$ cat src/rtl/bqn_pkg.sv
// Package for the biquad notch filter: widths, payload structs, register
// indexes and the controller-to-datapath command struct.
// No dependencies.
package bqn_pkg;

    localparam int SAMPLE_WIDTH = 16;
    localparam int COEF_WIDTH   = 32;
    localparam int COEF_FRAC    = COEF_WIDTH - 2;
    localparam int DELAY_WIDTH  = SAMPLE_WIDTH + COEF_WIDTH;
    localparam int NUM_COEFS    = 5;
    localparam int CFG_IDX_W    = 3;

    // register indexes on the configuration port
    localparam logic [CFG_IDX_W-1:0] REG_B0 = 3'd0;
    localparam logic [CFG_IDX_W-1:0] REG_B1 = 3'd1;
    localparam logic [CFG_IDX_W-1:0] REG_B2 = 3'd2;
    localparam logic [CFG_IDX_W-1:0] REG_A1 = 3'd3;
    localparam logic [CFG_IDX_W-1:0] REG_A2 = 3'd4;

    // operation codes
    localparam logic OP_FILTER = 1'b0;
    localparam logic OP_CLEAR  = 1'b1;

    typedef struct packed {
        logic                            operation;
        logic signed [SAMPLE_WIDTH-1:0]  sample_in;
        logic                            last_in;
    } t_in_item;

    typedef struct packed {
        logic signed [SAMPLE_WIDTH-1:0]  sample_out;
        logic                            last_out;
        logic                            clipped;
    } t_out_item;

    // operand pair for the shared multiplier
    typedef enum logic [2:0] {
        MUL_X_B0,
        MUL_X_B1,
        MUL_Y_A1,
        MUL_X_B2,
        MUL_Y_A2
    } t_mul_sel;

    typedef struct packed {
        logic     latch_in;   // capture sample and last flag
        logic     clear;      // zero both delays
        t_mul_sel mul_sel;
        logic     calc_y;     // y = b0*x + d1, rounded and saturated
        logic     acc_load;   // acc = product (+ d2)
        logic     acc_add_d2;
        logic     upd_d1;     // d1 = sat(acc - product)
        logic     upd_d2;     // d2 = sat(acc - product)
        logic     load_out;   // move result into output register
    } t_dp_cmd;

endpackage

$ cat src/rtl/bqn_datapath.sv
// Datapath of the biquad notch filter: coefficient registers, shared
// 16x32 multiplier with product register, accumulator and delay registers.
// Depends on bqn_pkg.
module bqn_datapath (
    input  logic                            i_clk,
    input  logic                            i_rst_n,
    input  logic                            i_cfg_we,
    input  logic [bqn_pkg::CFG_IDX_W-1:0]   i_cfg_index,
    input  logic [bqn_pkg::COEF_WIDTH-1:0]  i_cfg_data,
    input  bqn_pkg::t_in_item               i_in_data,
    input  bqn_pkg::t_dp_cmd                i_cmd,
    output bqn_pkg::t_out_item              o_out_data
);
    import bqn_pkg::*;

    localparam int PW = DELAY_WIDTH;
    localparam int AW = PW + 2;
    localparam int YW = AW - COEF_FRAC;
    localparam logic signed [AW-1:0] HALF = {{(AW-1){1'b0}}, 1'b1} << (COEF_FRAC - 1);
    localparam logic signed [PW-1:0] DMAX = {1'b0, {(PW-1){1'b1}}};
    localparam logic signed [PW-1:0] DMIN = {1'b1, {(PW-1){1'b0}}};
    localparam logic signed [SAMPLE_WIDTH-1:0] SMAX = {1'b0, {(SAMPLE_WIDTH-1){1'b1}}};
    localparam logic signed [SAMPLE_WIDTH-1:0] SMIN = {1'b1, {(SAMPLE_WIDTH-1){1'b0}}};

    logic signed [COEF_WIDTH-1:0]   r_b0, r_b1, r_b2, r_a1, r_a2;
    logic signed [SAMPLE_WIDTH-1:0] r_x, r_y;
    logic                           r_last, r_clip;
    logic signed [PW-1:0]           r_prod, r_d1, r_d2;
    logic signed [AW-1:0]           r_acc;
    t_out_item                      r_out;

    logic signed [SAMPLE_WIDTH-1:0] mul_a;
    logic signed [COEF_WIDTH-1:0]   mul_b;
    logic signed [PW-1:0]           n_prod;
    logic signed [AW-1:0]           prod_ext, d1_ext, d2_ext, y_sum, d_diff;
    logic signed [YW-1:0]           y_shift;
    logic signed [SAMPLE_WIDTH-1:0] n_y;
    logic                           n_clip, d_ovf;
    logic signed [PW-1:0]           n_dsat;

    always_comb begin
        case (i_cmd.mul_sel)
            MUL_X_B0: begin mul_a = r_x; mul_b = r_b0; end
            MUL_X_B1: begin mul_a = r_x; mul_b = r_b1; end
            MUL_Y_A1: begin mul_a = r_y; mul_b = r_a1; end
            MUL_X_B2: begin mul_a = r_x; mul_b = r_b2; end
            MUL_Y_A2: begin mul_a = r_y; mul_b = r_a2; end
            default:  begin mul_a = r_x; mul_b = r_b0; end
        endcase
    end

    assign n_prod   = mul_a * mul_b;
    assign prod_ext = {{2{r_prod[PW-1]}}, r_prod};
    assign d1_ext   = {{2{r_d1[PW-1]}}, r_d1};
    assign d2_ext   = {{2{r_d2[PW-1]}}, r_d2};

    // output sample: round half up, drop fraction, saturate
    assign y_sum   = prod_ext + d1_ext + HALF;
    assign y_shift = YW'(y_sum >>> COEF_FRAC);

    always_comb begin
        n_clip = (y_shift[YW-1:SAMPLE_WIDTH-1] != {(YW-SAMPLE_WIDTH+1){1'b0}}) &&
                 (y_shift[YW-1:SAMPLE_WIDTH-1] != {(YW-SAMPLE_WIDTH+1){1'b1}});
        if (!n_clip) begin
            n_y = y_shift[SAMPLE_WIDTH-1:0];
        end else if (y_shift[YW-1]) begin
            n_y = SMIN;
        end else begin
            n_y = SMAX;
        end
    end

    // delay update: acc minus feedback product, saturated to delay width
    assign d_diff = r_acc - prod_ext;
    assign d_ovf  = (d_diff[AW-1:PW-1] != 3'b000) && (d_diff[AW-1:PW-1] != 3'b111);
    always_comb begin
        if (!d_ovf) begin
            n_dsat = d_diff[PW-1:0];
        end else if (d_diff[AW-1]) begin
            n_dsat = DMIN;
        end else begin
            n_dsat = DMAX;
        end
    end

    always_ff @(posedge i_clk) begin
        if (!i_rst_n) begin
            r_b0 <= COEF_WIDTH'(1) << COEF_FRAC;
            r_b1 <= '0;
            r_b2 <= '0;
            r_a1 <= '0;
            r_a2 <= '0;
            r_d1 <= '0;
            r_d2 <= '0;
        end else begin
            if (i_cfg_we) begin
                unique case (i_cfg_index)
                    REG_B0:  r_b0 <= i_cfg_data;
                    REG_B1:  r_b1 <= i_cfg_data;
                    REG_B2:  r_b2 <= i_cfg_data;
                    REG_A1:  r_a1 <= i_cfg_data;
                    REG_A2:  r_a2 <= i_cfg_data;
                    default: ;
                endcase
            end
            if (i_cmd.clear) begin
                r_d1 <= '0;
                r_d2 <= '0;
            end else begin
                if (i_cmd.upd_d1) r_d1 <= n_dsat;
                if (i_cmd.upd_d2) r_d2 <= n_dsat;
            end
        end
    end

    always_ff @(posedge i_clk) begin
        r_prod <= n_prod;
        if (i_cmd.latch_in) begin
            r_x    <= i_in_data.sample_in;
            r_last <= i_in_data.last_in;
        end
        if (i_cmd.calc_y) begin
            r_y    <= n_y;
            r_clip <= n_clip;
        end
        if (i_cmd.acc_load) begin
            r_acc <= prod_ext + (i_cmd.acc_add_d2 ? d2_ext : {AW{1'b0}});
        end
        if (i_cmd.load_out) begin
            r_out.sample_out <= r_y;
            r_out.last_out   <= r_last;
            r_out.clipped    <= r_clip;
        end
    end

    assign o_out_data = r_out;

    a_clear_zeroes: assert property (@(posedge i_clk) disable iff (!i_rst_n)
        i_cmd.clear |=> (r_d1 == '0) && (r_d2 == '0))
        else $error("delays not zero after clear");

endmodule

$ cat src/rtl/bqn_ctrl.sv
// Sequencer of the biquad notch filter: accepts items, steps the shared
// multiplier through the five products and owns the output valid flag.
// Depends on bqn_pkg.
module bqn_ctrl (
    input  logic              i_clk,
    input  logic              i_rst_n,
    input  logic              i_in_valid,
    input  logic              i_in_op,
    output logic              o_in_ready,
    output logic              o_out_valid,
    input  logic              i_out_ready,
    output bqn_pkg::t_dp_cmd  o_cmd
);
    import bqn_pkg::*;

    typedef enum logic [2:0] {
        S_IDLE,
        S_MB0,
        S_Y,
        S_MA1,
        S_D1,
        S_MA2,
        S_D2,
        S_OUT
    } t_state;

    t_state  r_state, n_state;
    logic    r_out_valid, n_out_valid;
    logic    in_fire, out_free;
    t_dp_cmd cmd;

    assign o_in_ready = (r_state == S_IDLE);
    assign in_fire    = i_in_valid && o_in_ready;
    assign out_free   = !r_out_valid || i_out_ready;

    always_comb begin
        cmd         = '0;
        cmd.mul_sel = MUL_X_B0;
        n_state     = r_state;
        n_out_valid = r_out_valid && !i_out_ready;
        unique case (r_state)
            S_IDLE: begin
                if (in_fire) begin
                    if (i_in_op == OP_CLEAR) begin
                        cmd.clear = 1'b1;
                    end else begin
                        cmd.latch_in = 1'b1;
                        n_state      = S_MB0;
                    end
                end
            end
            S_MB0: begin
                cmd.mul_sel = MUL_X_B0;
                n_state     = S_Y;
            end
            S_Y: begin
                cmd.calc_y  = 1'b1;
                cmd.mul_sel = MUL_X_B1;
                n_state     = S_MA1;
            end
            S_MA1: begin
                cmd.acc_load   = 1'b1;
                cmd.acc_add_d2 = 1'b1;
                cmd.mul_sel    = MUL_Y_A1;
                n_state        = S_D1;
            end
            S_D1: begin
                cmd.upd_d1  = 1'b1;
                cmd.mul_sel = MUL_X_B2;
                n_state     = S_MA2;
            end
            S_MA2: begin
                cmd.acc_load = 1'b1;
                cmd.mul_sel  = MUL_Y_A2;
                n_state      = S_D2;
            end
            S_D2: begin
                cmd.upd_d2 = 1'b1;
                n_state    = S_OUT;
            end
            S_OUT: begin
                // wait here while the previous result is still unclaimed
                if (out_free) begin
                    cmd.load_out = 1'b1;
                    n_out_valid  = 1'b1;
                    n_state      = S_IDLE;
                end
            end
            default: n_state = S_IDLE;
        endcase
    end

    always_ff @(posedge i_clk) begin
        if (!i_rst_n) begin
            r_state     <= S_IDLE;
            r_out_valid <= 1'b0;
        end else begin
            r_state     <= n_state;
            r_out_valid <= n_out_valid;
        end
    end

    assign o_cmd       = cmd;
    assign o_out_valid = r_out_valid;

    a_no_overwrite: assert property (@(posedge i_clk) disable iff (!i_rst_n)
        cmd.load_out |-> out_free)
        else $error("output register overwritten before transfer");

    a_filter_starts: assert property (@(posedge i_clk) disable iff (!i_rst_n)
        (in_fire && i_in_op == OP_FILTER) |=> (r_state == S_MB0))
        else $error("filter item did not start sequence");

    a_clear_no_result: assert property (@(posedge i_clk) disable iff (!i_rst_n)
        (in_fire && i_in_op == OP_CLEAR && !r_out_valid) |=> !r_out_valid)
        else $error("clear produced a result");

    a_one_step: assert property (@(posedge i_clk) disable iff (!i_rst_n)
        $onehot0({cmd.calc_y, cmd.upd_d1, cmd.upd_d2, cmd.load_out, cmd.latch_in}))
        else $error("overlapping datapath steps");

endmodule

$ cat src/rtl/biquad_notch_filter_tdf2.sv
// Top level of the biquad notch filter (transposed direct form II).
// Instantiates bqn_ctrl and bqn_datapath; depends on bqn_pkg.
//
// Usage:
//   Input channel (i_in_valid / o_in_ready / i_in_data): operation 0 filters
//   one Q1.15 sample, operation 1 zeroes both 48-bit delays and gives no
//   result. Output channel (o_out_valid / i_out_ready / o_out_data) carries
//   the saturated Q1.15 sample, the last-of-block copy and a clip flag.
//   Configuration channel (i_cfg_valid / o_cfg_ready / i_cfg_index /
//   i_cfg_data) writes Q2.30 coefficients b0, b1, b2, a1, a2 at indexes 0..4;
//   other indexes are dropped. Write only while the filter is idle.
//   Sequence: a filter item steps through S_MB0, S_Y, S_MA1, S_D1, S_MA2,
//   S_D2 and S_OUT before output valid; the next item can be taken in the
//   cycle after its result is loaded, so no new sample is accepted while
//   one is in work. The single 16x32 multiplier is used once per cycle for
//   the five products. A clear zeroes the delays. The output register holds
//   a finished result while the next item is taken; if the receiver stalls,
//   the following result waits in the sequencer and input ready stays low.
//   Reset: synchronous, active low; delays zero, b0 = 1.0, others 0.
module biquad_notch_filter_tdf2 (
    input  logic                            i_clk,
    input  logic                            i_rst_n,
    input  logic                            i_in_valid,
    output logic                            o_in_ready,
    input  bqn_pkg::t_in_item               i_in_data,
    output logic                            o_out_valid,
    input  logic                            i_out_ready,
    output bqn_pkg::t_out_item              o_out_data,
    input  logic                            i_cfg_valid,
    output logic                            o_cfg_ready,
    input  logic [bqn_pkg::CFG_IDX_W-1:0]   i_cfg_index,
    input  logic [bqn_pkg::COEF_WIDTH-1:0]  i_cfg_data
);
    import bqn_pkg::*;

    t_dp_cmd cmd;

    assign o_cfg_ready = 1'b1;

    bqn_ctrl u_ctrl (
        .i_clk       (i_clk),
        .i_rst_n     (i_rst_n),
        .i_in_valid  (i_in_valid),
        .i_in_op     (i_in_data.operation),
        .o_in_ready  (o_in_ready),
        .o_out_valid (o_out_valid),
        .i_out_ready (i_out_ready),
        .o_cmd       (cmd)
    );

    bqn_datapath u_datapath (
        .i_clk       (i_clk),
        .i_rst_n     (i_rst_n),
        .i_cfg_we    (i_cfg_valid && o_cfg_ready),
        .i_cfg_index (i_cfg_index),
        .i_cfg_data  (i_cfg_data),
        .i_in_data   (i_in_data),
        .i_cmd       (cmd),
        .o_out_data  (o_out_data)
    );

endmodule
$ cat config.mk
export PLATFORM = sky130hd
export DESIGN_NAME = biquad_notch_filter_tdf2
export DESIGN_NICKNAME = d
export VERILOG_FILES = /design/src/rtl/bqn_pkg.sv /design/src/rtl/bqn_datapath.sv /design/src/rtl/bqn_ctrl.sv /design/src/rtl/biquad_notch_filter_tdf2.sv
export SDC_FILE = /design/constraint.sdc
export NUM_CORES = 2
export LEC_CHECK = 0
export ABC_CLOCK_PERIOD_IN_PS = 11510
export BUFFER_PORTS_ARGS = -buffer_cell sky130_fd_sc_hd__buf_2
export CORE_MARGIN = 5
export CORE_UTILIZATION = 65
export CTS_CLUSTER_DIAMETER = 150
export DETAILED_ROUTE_END_ITERATION = 16
export PLACE_DENSITY = 0.82
export SKIP_LAST_GASP = 1
export SLEW_MARGIN = 10
export SYNTH_ARGS = -nofsm -noshare
export SYNTH_HDL_FRONTEND = slang
export SYNTH_SLANG_ARGS = --single-unit
$ cat constraint.sdc
create_clock -name i_clk -period 11.51 [get_ports i_clk]
set_clock_uncertainty 0.1 [all_clocks]
set_input_delay 0.5755 -clock i_clk [delete_from_list [all_inputs] [get_ports i_clk]]
set_output_delay 0.5755 -clock i_clk [all_outputs]
set_load 0.02 [all_outputs]
# After elaboration in Yosys (flattened, before gate mapping)
# Index checks and enable logic that the tools add are counted.
# op_classes
n_addsub	4
multipliers	1
n_div	0
magnitude_cmp	0
n_eq_ne	20
n_shift	0
n_mux	25
n_bitwise	1
n_reduce_logical	20
# ops
op	n
32-bit one-hot mux with 4 select lines	1
48-bit 2-to-1 mux	2
50-bit by 31-bit adder with 50-bit output, second input constant	1
50-bit adder	1
50-bit 2-to-1 mux	1
50-bit by 48-bit subtractor with 50-bit output	1
48-bit by 48-bit adder with 49-bit output	1
16-bit by 32-bit multiplier with 48-bit output	1
16-bit 2-to-1 mux	3
3-bit one-hot mux with 8 select lines	1
3-bit by 2-bit equality test with 1-bit output, second input constant	6
3-bit equality test, second input constant	6
3-bit one-hot mux with 4 select lines	1
1-bit 2-to-1 mux	11
2-bit AND reduction	5
3-bit by 1-bit equality test with 1-bit output, second input constant	3
3-bit 2-to-1 mux	3
3-bit logical NOT	2
2-bit OR reduction	3
5-bit inequality test, second input constant	1
5-bit nonzero test	1
1-bit logical AND	4
2-bit 2-to-1 mux	2
2-bit inequality test, second input constant	2
7 further kinds	8
# totals
reg_bits	410
latch_bits	0
mem_bits_rw	0
mem_bits_ro	0
input_bits	58
out_inout_bits	21
wordCells	89
mem_count	0

# Depth between registers and ports, before layout
# depth
depth_word	6
ltp_mapped	35
depth_no_buf	33

# Hierarchy
# From an unflattened synthesis, not the netlist that was laid out.
# unflattened
cells_unflattened	4798
area_unflattened_um2	40825.4
# modules_own_cells
mod	instances	cells_each	area_per_inst_um2	seq_area_each_um2
bqn_datapath	1	4761	40507.6	9148.8
bqn_ctrl	1	35	306.5	80.1
biquad_notch_filter_tdf2	1	2	11.3	0.0

# Worst setup path after synthesis
# OpenSTA, ideal clock, no wires.
# synth_path
kind	register -> register
from	register u_ctrl.r_state[0]
to	register u_datapath.r_prod[42]
setup_ns	0.072
arrival_time_ns	8.183
t_required_ns	11.338
setup_slack_ns	3.155
path_stages_with_launch	34
n_path_buf	2
period_less_slack_ns	8.355
cell_sequence	dfxtp_1 > inv_1 > ha_1 > nor2b_1 > nand2_1 > o21ai_1 > clkbuf_1 > clkbuf_1 > a221o_1 > nand2_1 > fa_1 > inv_1 > fa_1 > inv_1 > fa_1 > inv_1 > fa_1 > fa_1 > inv_1 > fa_1 > inv_1 > ha_1 > and3_1 > nand3_1 > nor2_1 > a221o_1 > o21ai_0 > and3_1 > o211ai_1 > nand3_1 > a31o_2 > a21boi_0 > o41ai_1 > xnor2_1
# synth_between
elab_chain_cells	6
elab_cells_between_ends	13
classes_between	mul: 1; eq/ne: 8; mux: 3; reduce/logical: 1
# synth_lines
element	line_no	source
from (decl)	bqn_ctrl.sv:27	t_state r_state, n_state;
from (signal assigned)	bqn_ctrl.sv:98	r_state <= n_state;
3-bit equality test / 3-bit by 2-bit equality test with 1-bit output (equally long branches)	bqn_ctrl.sv:41	unique case (r_state)
3-bit one-hot mux with 4 select lines (*)	bqn_ctrl.sv:41	
3-bit by 2-bit equality test with 1-bit output / 3-bit equality test (equally long branches)	bqn_datapath.sv:42	case (i_cmd.mul_sel)
2-bit OR reduction (no line)	-	
16-bit 2-to-1 mux	bqn_datapath.sv:42	
16-bit by 32-bit multiplier with 48-bit output (*)	bqn_datapath.sv:52	assign n_prod = mul_a * mul_b;
via u_datapath.n_prod[42]	bqn_datapath.sv:34	logic signed [PW-1:0] n_prod;
to (signal assigned)	bqn_datapath.sv:117	r_prod <= n_prod;
to (decl)	bqn_datapath.sv:28	logic signed [PW-1:0] r_prod, r_d1, r_d2;
# The timed path passes the listed nets; every way through them passes the cells marked *.
# A chain may end at the register's enable or synchronous reset.

# Worst setup path after layout
# Ends and elaborated chain as after synthesis.

==> metrics.md <==
| Metric | Value |
|---|---|
| Layout net count | `5545` |
| Hold/Removal Path Class | `input port to register` |
| WL final | `between 100000 and 150000 um` |
| Post-synthesis register bit count | `410` |
| Congestion Overflow GR | `0` |
| # rows | `91` |
| IO buf count | `77` |
| Setup_tns | `0 ns` |
| Critical path required time | `between 10 and 15 ns` |
| RSZ-0062 raised after global routing | `no` |
| H-tree Lvls | `2` |
| Main synth FF type | `dfxtp_1` |
| FF-to-FF path depth | `30` |
| Maximum vdd ir drop | `roughly 0.16 mV` |
| Critical path launch point | `u_ctrl.r_state[0]` |
| Area of the multi-input gates | `about 28000 um2` |
| Clk buf depth | `3` |
| Top area cells in the synthesized netlist | `fa_1 24%, dfxtp_1 15%, ha_1 8.2%` |
| Cts hold-fix bufs | `0` |
| P&R area growth vs syn | `6.836%` |
| Syn Nets | `~5.5k` |
| Syn Area/Cell | `between 8 and 9 um2` |
| First-pass GRT wire length | `176300 um` |
| Crit Path Class | `register to register` |
| Vias per Instance | `5.984` |
| CTS tree | `done` |
| Met3 WL | `9818 um` |
| Sequential area share after synthesis | `22.91%` |
| Area of the core | `just over 60000 um2` |
| Most frequent cells in the layout | `764 x nand2_1, 647 x inv_1, 488 x fa_1` |
| Uppermost layer routed | `met5` |
| Cell area power density | `between 200 and 250 nW/um2` |
| Setup crit end kind | `register` |
| Initial antenna violation count | `1` |
| Clk sink count | `410` |
| Max Transition Viols Final | `0` |
| Power, Total | `9.667 mW` |
| Leakage | `between 15 and 20 nW` |
| TritonCTS Buffers | `44` |
| XOR/XNOR Fraction of Synth Area | `under 10%` |
| Worst slew pin tran | `1.130 ns` |
| Synth area leader | `fa_1` |
| Register area | `9229 um2` |
| Detail Route Antenna Nets | `0` |
| Hold Vio Cnt, Final | `0` |
| R2R Path End | `u_datapath.r_prod[42]` |
| Largest net degree at the start of global routing | `92` |
| IO Count | `79` |
| Setup Fix Bufs, Post-CTS | `0` |
| Setup violations, final | `0` |
| Crit-path max cell delay | `0.80 ns` |
| Die Wd | `259.0 um` |
| Layout cells sized above 1 | `6.524%` |
| Fmax | `0.1064 GHz` |
| Final HPWL DP | `86980 um` |
| Chip Height | `259.0 um` |
| DP Area | `41600 um2` |
| Clock latency on the worst-skew pair | `0.59 ns` |
| Synth Area in Simple Gates | `between 15 and 20%` |
| DRC Markers | `0` |
| Most frequent CP cell | `fa_1` |
| Clock root cell | `clkbuf_16` |
| Critical Path Sink | `u_datapath.r_prod[42]` |
| Design Area, Final | `43040 um2` |
| Synth Instances | `4740` |
| Synth Area in Compound Gates | `15.89%` |
| Startpoint types | `register` |
| Die ar. | `67060 um2` |
| Gr usage total | `32.65%` |
| Slew HR | `22.54%` |
| MaxCap Viol Count | `0` |
| Post-Syn Area | `between 40000 and 50000 um2` |
| Post-synthesis mux area share | `1.261%` |
| Tcrit/Tclk final | `81.63%` |
| Post-synth EDFFs | `a little over 100` |
| Largest family of logic cells by synthesized area | `adder cells` |
| R2R setup slack | `between 2 and 2.5 ns` |
| Slowest CP cell | `nor2b_2` |
| Vias in the first global route | `33.92k` |
| Fill cell count | `4852` |
| Status | `completed` |
| Yosys warnings | `0` |
| GPL Wtd Cong | `roughly 1.0` |
| DR pass1 iterations | `6` |
| Post-synth ARST share | `0%` |
| Met2 WL post-DR | `51110 um` |
| CTS resizes | `0` |
| Worst path arrival time | `just under 10 ns` |
| Crit path max fanout | `40` |
| Iteration-0 DRC Markers | `around 2.8k` |
| Total number of vias | `between 30k and 40k` |
| Commonest non-fill, non-tap cell in the layout | `nand2_1` |
| Synth top area share | `24.25%` |
| Initial Util | `between 60% and 70%` |
| Fin crit period | `~9.4 ns` |
| DR WL/cell | `19.60 um` |
| Yosys cell types | `89` |
| Clock-pin slew on the worst setup and hold paths | `0.06 ns` |
| Worst reg2reg startpoint | `u_ctrl.r_state[0]` |
| Adder-Cell Fraction of Synth Area | `32.42%` |
| WL met1 | `43260 um` |
[worst min-delay path by stage]
stage / cells after the start / from / end
floorplan: 0 / u_datapath.r_clip / u_datapath.o_out_data[0]
global placement: 0 / u_datapath.r_last / u_datapath.o_out_data[1]
detailed placement: 0 / u_datapath.r_last / u_datapath.o_out_data[1]
CTS: 1 / i_in_data[1] / u_datapath.r_x[0]
global route: 1 / i_in_data[0] / u_datapath.r_last
finish: 1 / i_in_data[1] / u_datapath.r_x[0]
[Yosys cell counts, types with 63 or more instances]
library cell / n
nand2_1: 765
inv_1: 648
fa_1: 488
a21oi_1: 425
nor2_1: 397
dfxtp_1: 308
ha_1: 263
o21ai_0: 183
clkbuf_1: 182
xnor2_1: 103
a21o_1: 102
edfxtp_1: 102
and2_1: 63
[layer usage]
layer	GRT usage [%]	vias to the layer above
met1	42.58	16090
li1	-	15550
met3	5.612	344
met4	13.59	2
met2	54.43	1555
met5	0	-
[sequential cells by signal, summed over array words and instances, names as in the netlist, 18 cells and up]
signal                 cells
u_datapath.r_b0           32
u_datapath.r_a1           32
u_datapath.r_b1           32
u_datapath.r_acc          50
u_datapath.r_d2           48
u_datapath.r_d1           48
u_datapath.o_out_data     18
u_datapath.r_a2           32
u_datapath.r_prod         48
u_datapath.r_b2           32
[layout make-up]
cell class | instances | area share (%)
diodes | 1 | 0.005814
flip-flops and latches | 410 | 21.44
well taps | 837 | 2.433
clock buffers | 62 | 2.936
inverters | 648 | 5.657
repair buffers | 150 | 2.140
multi-input cells | 3482 | 65.02
clock inverters | 15 | 0.3634
[critical path: cells and delay by family (launching register included)]
kind                       cells  cell delay (ns)
AOI/OAI and AO/OA              8             2.23
DFF                            1             0.33
xor gates and xnor gates       1             0.16
and+or+nand+nor                8             1.95
adders and majority gates      8             3.74
buffers and inverters          5             0.77
[report_power, final]
group | switching (mW) | internal (mW) | total, mW
registers | 0.197 | 1.73 | 1.93
clock network | 0.596 | 0.813 | 1.41
logic | 3.96 | 2.37 | 6.33
total | 4.75 | 4.91 | 9.67
[cells by family (layout without fill, tap and decap cells)]
family	after synthesis	in the layout
adder cells (fa/ha/maj)	751	751
multiplexers	49	49
XOR/XNOR	162	162
AND/OR/NAND/NOR	1496	1496
other	1	2
buffers and inverters	848	875
flip-flops	410	410
AO/OA/AOI/OAI	1023	1023
[stage by stage]
step	cells	hold slack, ns	util [%]	worst slack [ns]
after floorplan	4740	0.3003	-	3.155
after global placement	5522	0.3020	67.52	2.431
after detailed placement	5524	0.3389	67.54	2.243
after CTS	5601	0.04096	69.85	2.167
after global routing	5604	0.04424	69.87	1.668
final	5605	0.06773	69.87	2.115
No activity file was read; power rests on OpenSTA's default activity.
